**src/sv/sha1_pkg.sv**
```systemverilog
// Shared types, constants and round functions for the SHA-1 stream unit.
// No dependencies; imported by every module of the block.
package sha1_pkg;

  typedef logic [31:0] word_t;
  typedef word_t [4:0] chain_t;
  typedef logic [511:0] block_t;

  typedef enum logic [0:0] {
    OP_ABSORB = 1'b0,
    OP_FINISH = 1'b1
  } op_e;

  typedef struct packed {
    logic       valid;
    op_e        op;
    logic [7:0] data;
  } head_t;

  typedef struct packed {
    logic busy;
    logic upd;
  } rnd_stat_t;

  localparam chain_t     SHA1_IV    = {32'hC3D2E1F0, 32'h10325476, 32'h98BADCFE,
                                       32'hEFCDAB89, 32'h67452301};
  localparam word_t      K_R0       = 32'h5A827999;
  localparam word_t      K_R1       = 32'h6ED9EBA1;
  localparam word_t      K_R2       = 32'h8F1BBCDC;
  localparam word_t      K_R3       = 32'hCA62C1D6;
  localparam logic [7:0] PAD_MARK   = 8'h80;
  localparam logic [7:0] PAD_ZERO   = 8'h00;
  localparam logic [5:0] FILL_LAST  = 6'd63;
  localparam logic [5:0] FILL_LEN   = 6'd56;
  localparam logic [6:0] ROUND_LAST = 7'd79;
  localparam logic [2:0] LEN_LAST   = 3'd7;
  localparam logic [2:0] WORD_LAST  = 3'd4;

  function automatic word_t round_k(logic [6:0] r);
    word_t k;
    if (r < 7'd20) begin
      k = K_R0;
    end else if (r < 7'd40) begin
      k = K_R1;
    end else if (r < 7'd60) begin
      k = K_R2;
    end else begin
      k = K_R3;
    end
    return k;
  endfunction

  function automatic word_t round_f(logic [6:0] r, word_t b, word_t c, word_t d);
    word_t f;
    if (r < 7'd20) begin
      f = (b & c) | (~b & d);
    end else if (r < 7'd40) begin
      f = b ^ c ^ d;
    end else if (r < 7'd60) begin
      f = (b & c) | (b & d) | (c & d);
    end else begin
      f = b ^ c ^ d;
    end
    return f;
  endfunction

endpackage

```
**src/sv/sha1_in_if.sv**
```systemverilog
// Input channel of the SHA-1 stream unit: valid/ready plus command and byte.
// No dependencies.
interface sha1_in_if;
  logic       valid;
  logic       ready;
  logic       command;
  logic [7:0] data_byte;

  modport source (output valid, output command, output data_byte, input ready);
  modport sink   (input valid, input command, input data_byte, output ready);
endinterface

```
**src/sv/sha1_out_if.sv**
```systemverilog
// Output channel of the SHA-1 stream unit: valid/ready plus one digest word.
// No dependencies.
interface sha1_out_if;
  logic        valid;
  logic        ready;
  logic [31:0] digest_word;
  logic [2:0]  word_index;
  logic        last_word;

  modport source (output valid, output digest_word, output word_index, output last_word,
                  input ready);
  modport sink   (input valid, input digest_word, input word_index, input last_word,
                  output ready);
endinterface

```
**src/sv/sha1_front.sv**
```systemverilog
// Front end: accepts items, decodes the command and queues them for the back end.
// Depends on sha1_pkg and sha1_in_if.
module sha1_front #(
  parameter int QUEUE_DEPTH = 4
) (
  input  logic            clk_i,
  input  logic            rst_ni,
  sha1_in_if.sink         in_i,
  output sha1_pkg::head_t head_o,
  input  logic            pop_i
);
  import sha1_pkg::*;

  localparam int PtrW = (QUEUE_DEPTH > 1) ? $clog2(QUEUE_DEPTH) : 1;
  localparam int CntW = $clog2(QUEUE_DEPTH + 1);
  localparam logic [PtrW-1:0] PtrMax = PtrW'(QUEUE_DEPTH - 1);
  localparam logic [CntW-1:0] CntFull = CntW'(QUEUE_DEPTH);

  op_e             op_q   [QUEUE_DEPTH];
  logic [7:0]      data_q [QUEUE_DEPTH];
  logic [PtrW-1:0] wr_q, wr_d, rd_q, rd_d;
  logic [CntW-1:0] cnt_q, cnt_d;
  logic            push, pop;

  assign in_i.ready  = (cnt_q != CntFull);
  assign push        = in_i.valid && in_i.ready;
  assign pop         = pop_i && (cnt_q != '0);
  assign head_o.valid = (cnt_q != '0);
  assign head_o.op    = op_q[rd_q];
  assign head_o.data  = data_q[rd_q];

  always_comb begin
    wr_d  = push ? ((wr_q == PtrMax) ? '0 : wr_q + 1'b1) : wr_q;
    rd_d  = pop  ? ((rd_q == PtrMax) ? '0 : rd_q + 1'b1) : rd_q;
    cnt_d = cnt_q;
    if (push && !pop) begin
      cnt_d = cnt_q + 1'b1;
    end else if (pop && !push) begin
      cnt_d = cnt_q - 1'b1;
    end
  end

  always_ff @(posedge clk_i or negedge rst_ni) begin
    if (!rst_ni) begin
      wr_q  <= '0;
      rd_q  <= '0;
      cnt_q <= '0;
    end else begin
      wr_q  <= wr_d;
      rd_q  <= rd_d;
      cnt_q <= cnt_d;
    end
  end

  always_ff @(posedge clk_i) begin
    if (push) begin
      op_q[wr_q]   <= in_i.command ? OP_FINISH : OP_ABSORB;
      data_q[wr_q] <= in_i.data_byte;
    end
  end

endmodule

```
**src/sv/sha1_round.sv**
```systemverilog
// Compression unit: one SHA-1 round per cycle with a 16-word schedule window,
// then RN_ADD adds the working words into the chaining value. Uses sha1_pkg.
module sha1_round (
  input  logic                clk_i,
  input  logic                rst_ni,
  input  logic                start_i,
  input  sha1_pkg::block_t    block_i,
  input  sha1_pkg::chain_t    h_i,
  output sha1_pkg::rnd_stat_t stat_o,
  output sha1_pkg::chain_t    h_new_o
);
  import sha1_pkg::*;

  typedef enum logic [1:0] {
    RN_IDLE,
    RN_RUN,
    RN_ADD
  } rn_state_e;

  rn_state_e  st_q;
  logic [6:0] cnt_q;
  word_t      w_q [16];
  word_t      a_q, b_q, c_q, d_q, e_q;
  word_t      t_sum, w_new, w_mix;

  assign w_mix = w_q[13] ^ w_q[8] ^ w_q[2] ^ w_q[0];
  assign w_new = {w_mix[30:0], w_mix[31]};
  assign t_sum = {a_q[26:0], a_q[31:27]} + round_f(cnt_q, b_q, c_q, d_q) + e_q
               + round_k(cnt_q) + w_q[0];

  assign stat_o.busy = (st_q != RN_IDLE);
  assign stat_o.upd  = (st_q == RN_ADD);
  assign h_new_o[0]  = h_i[0] + a_q;
  assign h_new_o[1]  = h_i[1] + b_q;
  assign h_new_o[2]  = h_i[2] + c_q;
  assign h_new_o[3]  = h_i[3] + d_q;
  assign h_new_o[4]  = h_i[4] + e_q;

  always_ff @(posedge clk_i or negedge rst_ni) begin
    if (!rst_ni) begin
      st_q  <= RN_IDLE;
      cnt_q <= '0;
    end else begin
      case (st_q)
        RN_IDLE: begin
          if (start_i) begin
            st_q  <= RN_RUN;
            cnt_q <= '0;
          end
        end
        RN_RUN: begin
          cnt_q <= cnt_q + 1'b1;
          if (cnt_q == ROUND_LAST) begin
            st_q <= RN_ADD;
          end
        end
        RN_ADD: begin
          st_q <= RN_IDLE;
        end
        default: begin
          st_q <= RN_IDLE;
        end
      endcase
    end
  end

  always_ff @(posedge clk_i) begin
    if (start_i && (st_q == RN_IDLE)) begin
      for (int i = 0; i < 16; i++) begin
        w_q[i] <= block_i[511 - 32*i -: 32];
      end
      a_q <= h_i[0];
      b_q <= h_i[1];
      c_q <= h_i[2];
      d_q <= h_i[3];
      e_q <= h_i[4];
    end else if (st_q == RN_RUN) begin
      for (int i = 0; i < 15; i++) begin
        w_q[i] <= w_q[i+1];
      end
      w_q[15] <= w_new;
      a_q <= t_sum;
      b_q <= a_q;
      c_q <= {b_q[1:0], b_q[31:2]};
      d_q <= c_q;
      e_q <= d_q;
    end
  end

endmodule

```
**src/sv/sha1_back.sv**
```systemverilog
// Back end: block loader, padding sequencer, chaining value and digest output stage.
// Depends on sha1_pkg, sha1_out_if and sha1_round.
module sha1_back (
  input  logic            clk_i,
  input  logic            rst_ni,
  input  sha1_pkg::head_t head_i,
  output logic            pop_o,
  sha1_out_if.source      out_o
);
  import sha1_pkg::*;

  typedef enum logic [2:0] {
    LD_DATA,
    LD_MARK,
    LD_ZERO,
    LD_LEN,
    LD_WAIT,
    LD_OUT
  } ld_state_e;

  ld_state_e   st_q;
  logic [5:0]  fill_q, fill_nx;
  logic [63:0] bits_q, len_q;
  logic [2:0]  lidx_q, widx_q;
  logic [503:0] buf_q;
  chain_t      h_q, h_new;
  rnd_stat_t   rstat;
  logic        ovalid_q, olast_q;
  word_t       oword_q;
  logic [2:0]  oidx_q;
  logic        put_ok, put_en, start, out_free;
  logic [7:0]  put_byte;

  assign put_ok   = (fill_q != FILL_LAST) || !rstat.busy;
  assign start    = put_en && (fill_q == FILL_LAST);
  assign fill_nx  = fill_q + 1'b1;
  assign out_free = !ovalid_q || out_o.ready;

  always_comb begin
    pop_o    = 1'b0;
    put_en   = 1'b0;
    put_byte = PAD_ZERO;
    case (st_q)
      LD_DATA: begin
        if (head_i.valid && put_ok) begin
          pop_o    = 1'b1;
          put_en   = (head_i.op == OP_ABSORB);
          put_byte = head_i.data;
        end
      end
      LD_MARK: begin
        put_en   = put_ok;
        put_byte = PAD_MARK;
      end
      LD_ZERO: begin
        put_en   = put_ok;
      end
      LD_LEN: begin
        put_en   = put_ok;
        put_byte = len_q[63:56];
      end
      default: begin
        put_en   = 1'b0;
      end
    endcase
  end

  sha1_round u_round (
    .clk_i   (clk_i),
    .rst_ni  (rst_ni),
    .start_i (start),
    .block_i ({buf_q, put_byte}),
    .h_i     (h_q),
    .stat_o  (rstat),
    .h_new_o (h_new)
  );

  always_ff @(posedge clk_i or negedge rst_ni) begin
    if (!rst_ni) begin
      st_q     <= LD_DATA;
      fill_q   <= '0;
      bits_q   <= '0;
      len_q    <= '0;
      lidx_q   <= '0;
      widx_q   <= '0;
      h_q      <= SHA1_IV;
      ovalid_q <= 1'b0;
      olast_q  <= 1'b0;
      oword_q  <= '0;
      oidx_q   <= '0;
    end else begin
      if (put_en) begin
        fill_q <= fill_nx;
      end
      if (rstat.upd) begin
        h_q <= h_new;
      end
      if (ovalid_q && out_o.ready && (st_q != LD_OUT)) begin
        ovalid_q <= 1'b0;
      end
      case (st_q)
        LD_DATA: begin
          if (pop_o) begin
            if (head_i.op == OP_ABSORB) begin
              bits_q <= bits_q + 64'd8;
            end else begin
              len_q  <= bits_q;
              bits_q <= '0;
              st_q   <= LD_MARK;
            end
          end
        end
        LD_MARK, LD_ZERO: begin
          if (put_en) begin
            lidx_q <= '0;
            st_q   <= (fill_nx == FILL_LEN) ? LD_LEN : LD_ZERO;
          end
        end
        LD_LEN: begin
          if (put_en) begin
            len_q  <= {len_q[55:0], 8'h00};
            lidx_q <= lidx_q + 1'b1;
            if (lidx_q == LEN_LAST) begin
              st_q <= LD_WAIT;
            end
          end
        end
        LD_WAIT: begin
          if (!rstat.busy) begin
            widx_q <= '0;
            st_q   <= LD_OUT;
          end
        end
        LD_OUT: begin
          if (out_free) begin
            ovalid_q <= 1'b1;
            oword_q  <= h_q[widx_q];
            oidx_q   <= widx_q;
            olast_q  <= (widx_q == WORD_LAST);
            if (widx_q == WORD_LAST) begin
              widx_q <= '0;
              h_q    <= SHA1_IV;
              st_q   <= LD_DATA;
            end else begin
              widx_q <= widx_q + 1'b1;
            end
          end
        end
        default: begin
          st_q <= LD_DATA;
        end
      endcase
    end
  end

  // block shift line: the 64th byte of a block goes straight to the round unit
  always_ff @(posedge clk_i) begin
    if (put_en) begin
      buf_q <= {buf_q[495:0], put_byte};
    end
  end

  assign out_o.valid       = ovalid_q;
  assign out_o.digest_word = oword_q;
  assign out_o.word_index  = oidx_q;
  assign out_o.last_word   = olast_q;

endmodule

```
**src/sv/sha1_hash_stream_unit.sv**
```systemverilog
// Top level of the SHA-1 byte stream unit: front end queue and back end hashing core.
// Depends on sha1_pkg, sha1_in_if, sha1_out_if, sha1_front and sha1_back.
//
// Each absorb item carries one message byte; the back end loads one byte per cycle
// into a 64-byte block line (the last byte of a block waits while the round unit is
// busy) and hands each full block to a single round unit, which runs 80 rounds and
// then adds into the chaining value while the next block loads. Sustained absorb
// rate is set by the round unit. A finish item is taken, then the padding bytes load
// in the same way (the 0x80 marker, zeros up to byte 56, eight length bytes: 9 to 72
// bytes), the final compression runs, the result passes LD_WAIT and LD_OUT into the
// output register, and then five digest words follow, one per cycle while the output
// is taken. A queue of QUEUE_DEPTH items in front keeps input accepted, until it
// fills, while the core is busy or a digest word waits. No clearing pass after reset.
module sha1_hash_stream_unit #(
  parameter int QUEUE_DEPTH = 4
) (
  input  logic       clk_i,
  input  logic       rst_ni,
  sha1_in_if.sink    in_i,
  sha1_out_if.source out_o
);
  import sha1_pkg::*;

  head_t head;
  logic  pop;

  sha1_front #(
    .QUEUE_DEPTH (QUEUE_DEPTH)
  ) u_front (
    .clk_i  (clk_i),
    .rst_ni (rst_ni),
    .in_i   (in_i),
    .head_o (head),
    .pop_i  (pop)
  );

  sha1_back u_back (
    .clk_i  (clk_i),
    .rst_ni (rst_ni),
    .head_i (head),
    .pop_o  (pop),
    .out_o  (out_o)
  );

  a_last_marks_word4 : assert property (@(posedge clk_i) disable iff (!rst_ni)
    out_o.valid |-> (out_o.last_word == (out_o.word_index == WORD_LAST)))
    else $error("last_word does not match word_index");

  a_word_in_range : assert property (@(posedge clk_i) disable iff (!rst_ni)
    out_o.valid |-> (out_o.word_index <= WORD_LAST))
    else $error("digest word index out of range");

  a_digest_burst : assert property (@(posedge clk_i) disable iff (!rst_ni)
    (out_o.valid && out_o.ready && !out_o.last_word) |=>
      (out_o.valid && (out_o.word_index == $past(out_o.word_index) + 3'd1)))
    else $error("digest words not delivered in sequence");

  a_pop_needs_item : assert property (@(posedge clk_i) disable iff (!rst_ni)
    pop |-> head.valid)
    else $error("back end took an item from an empty queue");

endmodule

```
**src/flat_wrapper.sv**
```systemverilog
// flat-port wrapper written by rule: the top's interface ports become plain ports
module sha1_hash_stream_unit_flat import sha1_pkg::*;
#(
  parameter int QUEUE_DEPTH = 4
)
  (clk_i, rst_ni, in_i_valid, in_i_command, in_i_data_byte, in_i_ready, out_o_valid, out_o_digest_word, out_o_word_index, out_o_last_word, out_o_ready);
  sha1_in_if in_i_i ();
  sha1_out_if out_o_i ();
  input  logic clk_i;
  input  logic rst_ni;
  input wire logic [$bits(in_i_i.valid)-1:0] in_i_valid;
  input wire logic [$bits(in_i_i.command)-1:0] in_i_command;
  input wire logic [$bits(in_i_i.data_byte)-1:0] in_i_data_byte;
  output wire logic [$bits(in_i_i.ready)-1:0] in_i_ready;
  output wire logic [$bits(out_o_i.valid)-1:0] out_o_valid;
  output wire logic [$bits(out_o_i.digest_word)-1:0] out_o_digest_word;
  output wire logic [$bits(out_o_i.word_index)-1:0] out_o_word_index;
  output wire logic [$bits(out_o_i.last_word)-1:0] out_o_last_word;
  input wire logic [$bits(out_o_i.ready)-1:0] out_o_ready;
  assign in_i_i.valid = in_i_valid;
  assign in_i_i.command = in_i_command;
  assign in_i_i.data_byte = in_i_data_byte;
  assign in_i_ready = in_i_i.ready;
  assign out_o_valid = out_o_i.valid;
  assign out_o_digest_word = out_o_i.digest_word;
  assign out_o_word_index = out_o_i.word_index;
  assign out_o_last_word = out_o_i.last_word;
  assign out_o_i.ready = out_o_ready;
  sha1_hash_stream_unit #(.QUEUE_DEPTH(QUEUE_DEPTH)) u_core (.clk_i(clk_i), .rst_ni(rst_ni), .in_i(in_i_i), .out_o(out_o_i));
endmodule
```
**config.mk**
```make
export PLATFORM = sky130hd
export DESIGN_NAME = sha1_hash_stream_unit_flat
export DESIGN_NICKNAME = d
export VERILOG_FILES = /design/src/sv/sha1_pkg.sv /design/src/sv/sha1_in_if.sv /design/src/sv/sha1_out_if.sv /design/src/sv/sha1_front.sv /design/src/sv/sha1_round.sv /design/src/sv/sha1_back.sv /design/src/sv/sha1_hash_stream_unit.sv /design/src/flat_wrapper.sv
export SDC_FILE = /design/constraint.sdc
export NUM_CORES = 2
export LEC_CHECK = 0
export BUFFER_PORTS_ARGS = -buffer_cell sky130_fd_sc_hd__buf_2
export CORE_MARGIN = 1
export CORE_UTILIZATION = 32
export CTS_BUF_LIST = sky130_fd_sc_hd__clkbuf_4 sky130_fd_sc_hd__clkbuf_8
export CTS_CLUSTER_SIZE = 25
export DETAILED_ROUTE_END_ITERATION = 10
export MAX_ROUTING_LAYER = met4
export SLEW_MARGIN = 20
export SYNTH_ARGS = -nofsm -noshare
export SYNTH_HDL_FRONTEND = slang
export SYNTH_HIERARCHICAL = 1
export SYNTH_SLANG_ARGS = --single-unit
```
**constraint.sdc**
```tcl
create_clock -name clk_i -period 55 [get_ports clk_i]
set_input_delay 5.5 -clock clk_i [delete_from_list [all_inputs] [get_ports clk_i]]
set_output_delay 5.5 -clock clk_i [all_outputs]
set_load 0.005 [all_outputs]
```
==> out/results.tsv <==
metric	value	unit
Die Ht	489	um
Crit Path Class	register to primary output	
RSZ-0062 raised after global routing	false	
leakage	32.8	nW
FF-to-FF path depth	24	
Clock Path Buffers	4	
crit path capture	in_i_ready	
ANT nets after route	0	
pre-CTS setup slack	46.27	ns
CTS Root Cell	clkbuf_8	
H-tree levels	5	
post-layout min period	7.48	ns
Slew Limit Fails	0	
worst setup margin	47.52	ns
sequential share of power	42.1	%
hold path depth	0	
Fillers	23100	
multiplexer share of the synthesized area	4.11	%
GRT Total Usage	15.8	%
DIE AREA	239000	um^2
vias in the first global route	50500	
NumNets Final	7225	
area occupied by registers	45300	um^2
I/O pin cnt	51	
Placer Congestion	0.993	
status	finished, final reports clean	
Post-Syn Area	75800	um^2
Hold Path Class	register to register	
hold_buf cts	0	
placed cell count	9750	
R2R setup slack	47.65	ns
WL/cell	18.1	um
Pre-antenna DRT Iters	5	
number of flops mapped to enable cells by yosys	1212	
Final Util	36.0	%
Peak Freq	134	MHz
Layout area overhead	11.7	%
Post-Synth Simple-Gate Area	15.7	%
post-synthesis cell count	6800	
worst-margin pin slew	1.16	ns
Crit. End Element	primary output	
Max IR drop VDD	0.0621	mV
final number of setup-violating endpoints	0	
period utilisation layout	13.6	%
crit path launch type	register	
dominant combinational cell family by area after synthesis	simple AND/OR/NAND/NOR gates	
starting density of the core	32.2	%
maximum fanout along the worst path	6	
final wirelength	185000	um
Internal	0.00323	W
clk_skew	0.0958	ns
largest net degree at the start of global routing	205	
first-pass GRT wire length	290000	um
Arr. time, crit path	1.98	ns
Power Density	60.3	nW/um^2
Distinct cells, synth	108	
number of buffers created by CTS	275	
ys async rst share	22.4	%
Max-Cap Viols	0	
RR Startpoint	u_core/u_back/u_round/cnt_q[4]	
Compound-Gate Fraction of Synth Area	7.62	%
Synth Area in Adders	6.74	%
endpoints failing hold	0	
total negative slack	0	ns
FP Rows	178	
clock slew at reported path FFs	0.06	ns
vias after detailed routing	50800	
buffers added on ports	50	
Clock power frac	20.7	%
Mapped Nets	7146	
post-CTS setup buffers	0	
share of layout cells above drive strength 1	10.2	%
P_sw	0.00188	W
GRT overflow	0	
critical register-to-register path endpoint	u_core/u_back/u_round/a_q[31]	
TritonCTS clock tree	yes	
Synth Register Bits	1562	
Resized cells post-CTS	0	
clock sink count	1562	
Syn Area/Cell	11.2	um^2
multi-input logic area	28400	um^2
Avg Vias per Cell	4.97	
total power	0.00510	W
Rel. slew slack	22.4	%
core area	235000	um^2
Layout Cells excl Fill	10200	
Worst EP required	49.50	ns
Remaining DRCs	0	
XOR/XNOR Fraction of Synth Area	3.20	%
initial antenna violation count	3	
Die X	489	um
HPWL Detailed	118000	um
Logic pwr share	37.2	%
Clock Latency Late Sink	1.00	ns
DRT iter0 DRCs	4345	
register area share after synthesis	59.7	%
Top FF cell, synth	edfxtp_1	
yosys warns	6	
Sw Ratio	36.8	%
worst setup path start	u_core/u_front/cnt_q[0]	
synth_stat cells (13+ instances only):
cell type | count | area (um^2)
a211oi_1 | 18 | 135
a21o_1 | 88 | 661
a21oi_1 | 223 | 1120
a221oi_1 | 17 | 149
a22o_1 | 15 | 131
a22oi_1 | 35 | 263
a31oi_1 | 79 | 494
and2_1 | 13 | 81.3
and3_1 | 40 | 250
and4_1 | 14 | 123
buf_2 | 26 | 130
clkbuf_1 | 262 | 983
dfrtp_1 | 270 | 6760
dfstp_2 | 80 | 2100
edfxtp_1 | 1212 | 36400
fa_1 | 126 | 2520
ha_1 | 207 | 2590
inv_1 | 277 | 1040
mux2i_1 | 207 | 2070
mux4_2 | 41 | 923
nand2_1 | 2166 | 8130
nand2b_1 | 32 | 200
nand3_1 | 71 | 355
nand4_1 | 41 | 257
nor2_1 | 352 | 1320
nor2b_1 | 26 | 163
nor3_1 | 57 | 285
o211ai_1 | 18 | 135
o21a_1 | 32 | 240
o21ai_0 | 137 | 686
o21ai_1 | 60 | 300
o21bai_1 | 20 | 150
o31ai_1 | 17 | 128
or3_1 | 24 | 150
xnor2_1 | 223 | 1950
xor2_1 | 54 | 473
registers in the layout, indices dropped and copies added, names as in the netlist, 4 cells and up:
register,cells
u_core/u_back/bits_q,61
u_core/u_back/buf_q,504
u_core/u_back/fill_q,6
u_core/u_back/h_q,160
u_core/u_back/len_q,61
u_core/u_back/out_o.digest_word,32
u_core/u_back/u_round/a_q,32
u_core/u_back/u_round/b_q,32
u_core/u_back/u_round/c_q,32
u_core/u_back/u_round/cnt_q,7
u_core/u_back/u_round/d_q,32
u_core/u_back/u_round/e_q,32
u_core/u_back/u_round/w_q,512
u_core/u_front/data_q,32
u_core/u_front/op_q,4
cells in the final DEF (no fill, tap or decap), types with 17 or more instances in the layout:
| cell type | count |
|---|---|
| a211oi_1 | 18 |
| a21o_1 | 88 |
| a21oi_1 | 223 |
| a221oi_1 | 17 |
| a22oi_1 | 35 |
| a31oi_1 | 79 |
| and3_1 | 38 |
| buf_2 | 49 |
| buf_4 | 44 |
| clkbuf_4 | 79 |
| clkbuf_8 | 293 |
| clkinv_1 | 51 |
| clkinv_2 | 28 |
| dfrtp_1 | 268 |
| dfstp_2 | 80 |
| edfxtp_1 | 1212 |
| fa_1 | 126 |
| ha_1 | 207 |
| inv_1 | 277 |
| mux2i_1 | 207 |
| mux4_2 | 41 |
| nand2_1 | 2164 |
| nand2b_1 | 31 |
| nand3_1 | 70 |
| nand4_1 | 41 |
| nor2_1 | 351 |
| nor2b_1 | 24 |
| nor3_1 | 56 |
| o211ai_1 | 18 |
| o21a_1 | 32 |
| o21ai_0 | 137 |
| o21ai_1 | 59 |
| o21bai_1 | 20 |
| o31ai_1 | 17 |
| or3_1 | 24 |
| xnor2_1 | 223 |
| xor2_1 | 54 |
power by group through the flow:
| stage | Sequential [W] | Combinational (W) | Clock [W] |
|---|---|---|---|
| after floorplan | 0.00236 | 0.00142 | 0 |
| final | 0.00215 | 0.00190 | 0.00105 |
| after detailed placement | 0.00217 | 0.00188 | 0 |
| after global routing | 0.00220 | 0.00213 | 0.00114 |
| after CTS | 0.00216 | 0.00189 | 0.00109 |
| after global placement | 0.00216 | 0.00183 | 0 |
cell type report:
class / count / share of cell area (%)
diodes: 3 / 0.00886
clock buffers: 372 / 5.46
clock inverters: 94 / 0.718
inverters: 281 / 1.24
multi-input cells: 4656 / 33.6
flip-flops and latches: 1562 / 53.4
well taps: 3150 / 4.65
repair buffers: 103 / 0.927
routing by layer:
metal	track usage, %	share of wire [%]	vias up
met5	-	0	-
met4	5.07	2.8	0
met3	2.56	5.8	370
met2	23.6	45	1471
met1	21.9	47	25200
li1	-	-	23800
through the flow:
step | hold slack [ns] | cell area [um^2]
after floorplan | 0.426 | 75800
after global placement | 0.427 | 79400
after detailed placement | 0.432 | 79400
after CTS | 0.408 | 84700
after global routing | 0.422 | 84700
final | 0.414 | 84700
critical path, stage by stage (launching register included):
cell and delay [ns]:
dfrtp_1 0.43, or3b_4 0.43, buf_2 0.14
how the worst min path moves through the flow:
| stage | from | end | slack, ns |
|---|---|---|---|
| floorplan | u_core/u_back/buf_q[92] | u_core/u_back/buf_q[100] | 0.43 |
| global placement | u_core/u_back/buf_q[400] | u_core/u_back/buf_q[408] | 0.43 |
| detailed placement | u_core/u_back/buf_q[114] | u_core/u_back/buf_q[122] | 0.43 |
| CTS | u_core/u_back/buf_q[62] | u_core/u_back/buf_q[70] | 0.41 |
| global route | u_core/u_back/buf_q[356] | u_core/u_back/buf_q[364] | 0.42 |
| finish | u_core/u_back/buf_q[356] | u_core/u_back/buf_q[364] | 0.41 |
logic make-up (layout without fill, tap and decap cells):
group,Yosys count,after routing
simple gates,2908,2908
flops,1562,1562
compound gates,880,880
buf+inv,582,850
fa+ha+maj,333,333
xor+xnor,277,277
mux,258,258
other cells,0,3
Power figures use the tool's default switching activity.
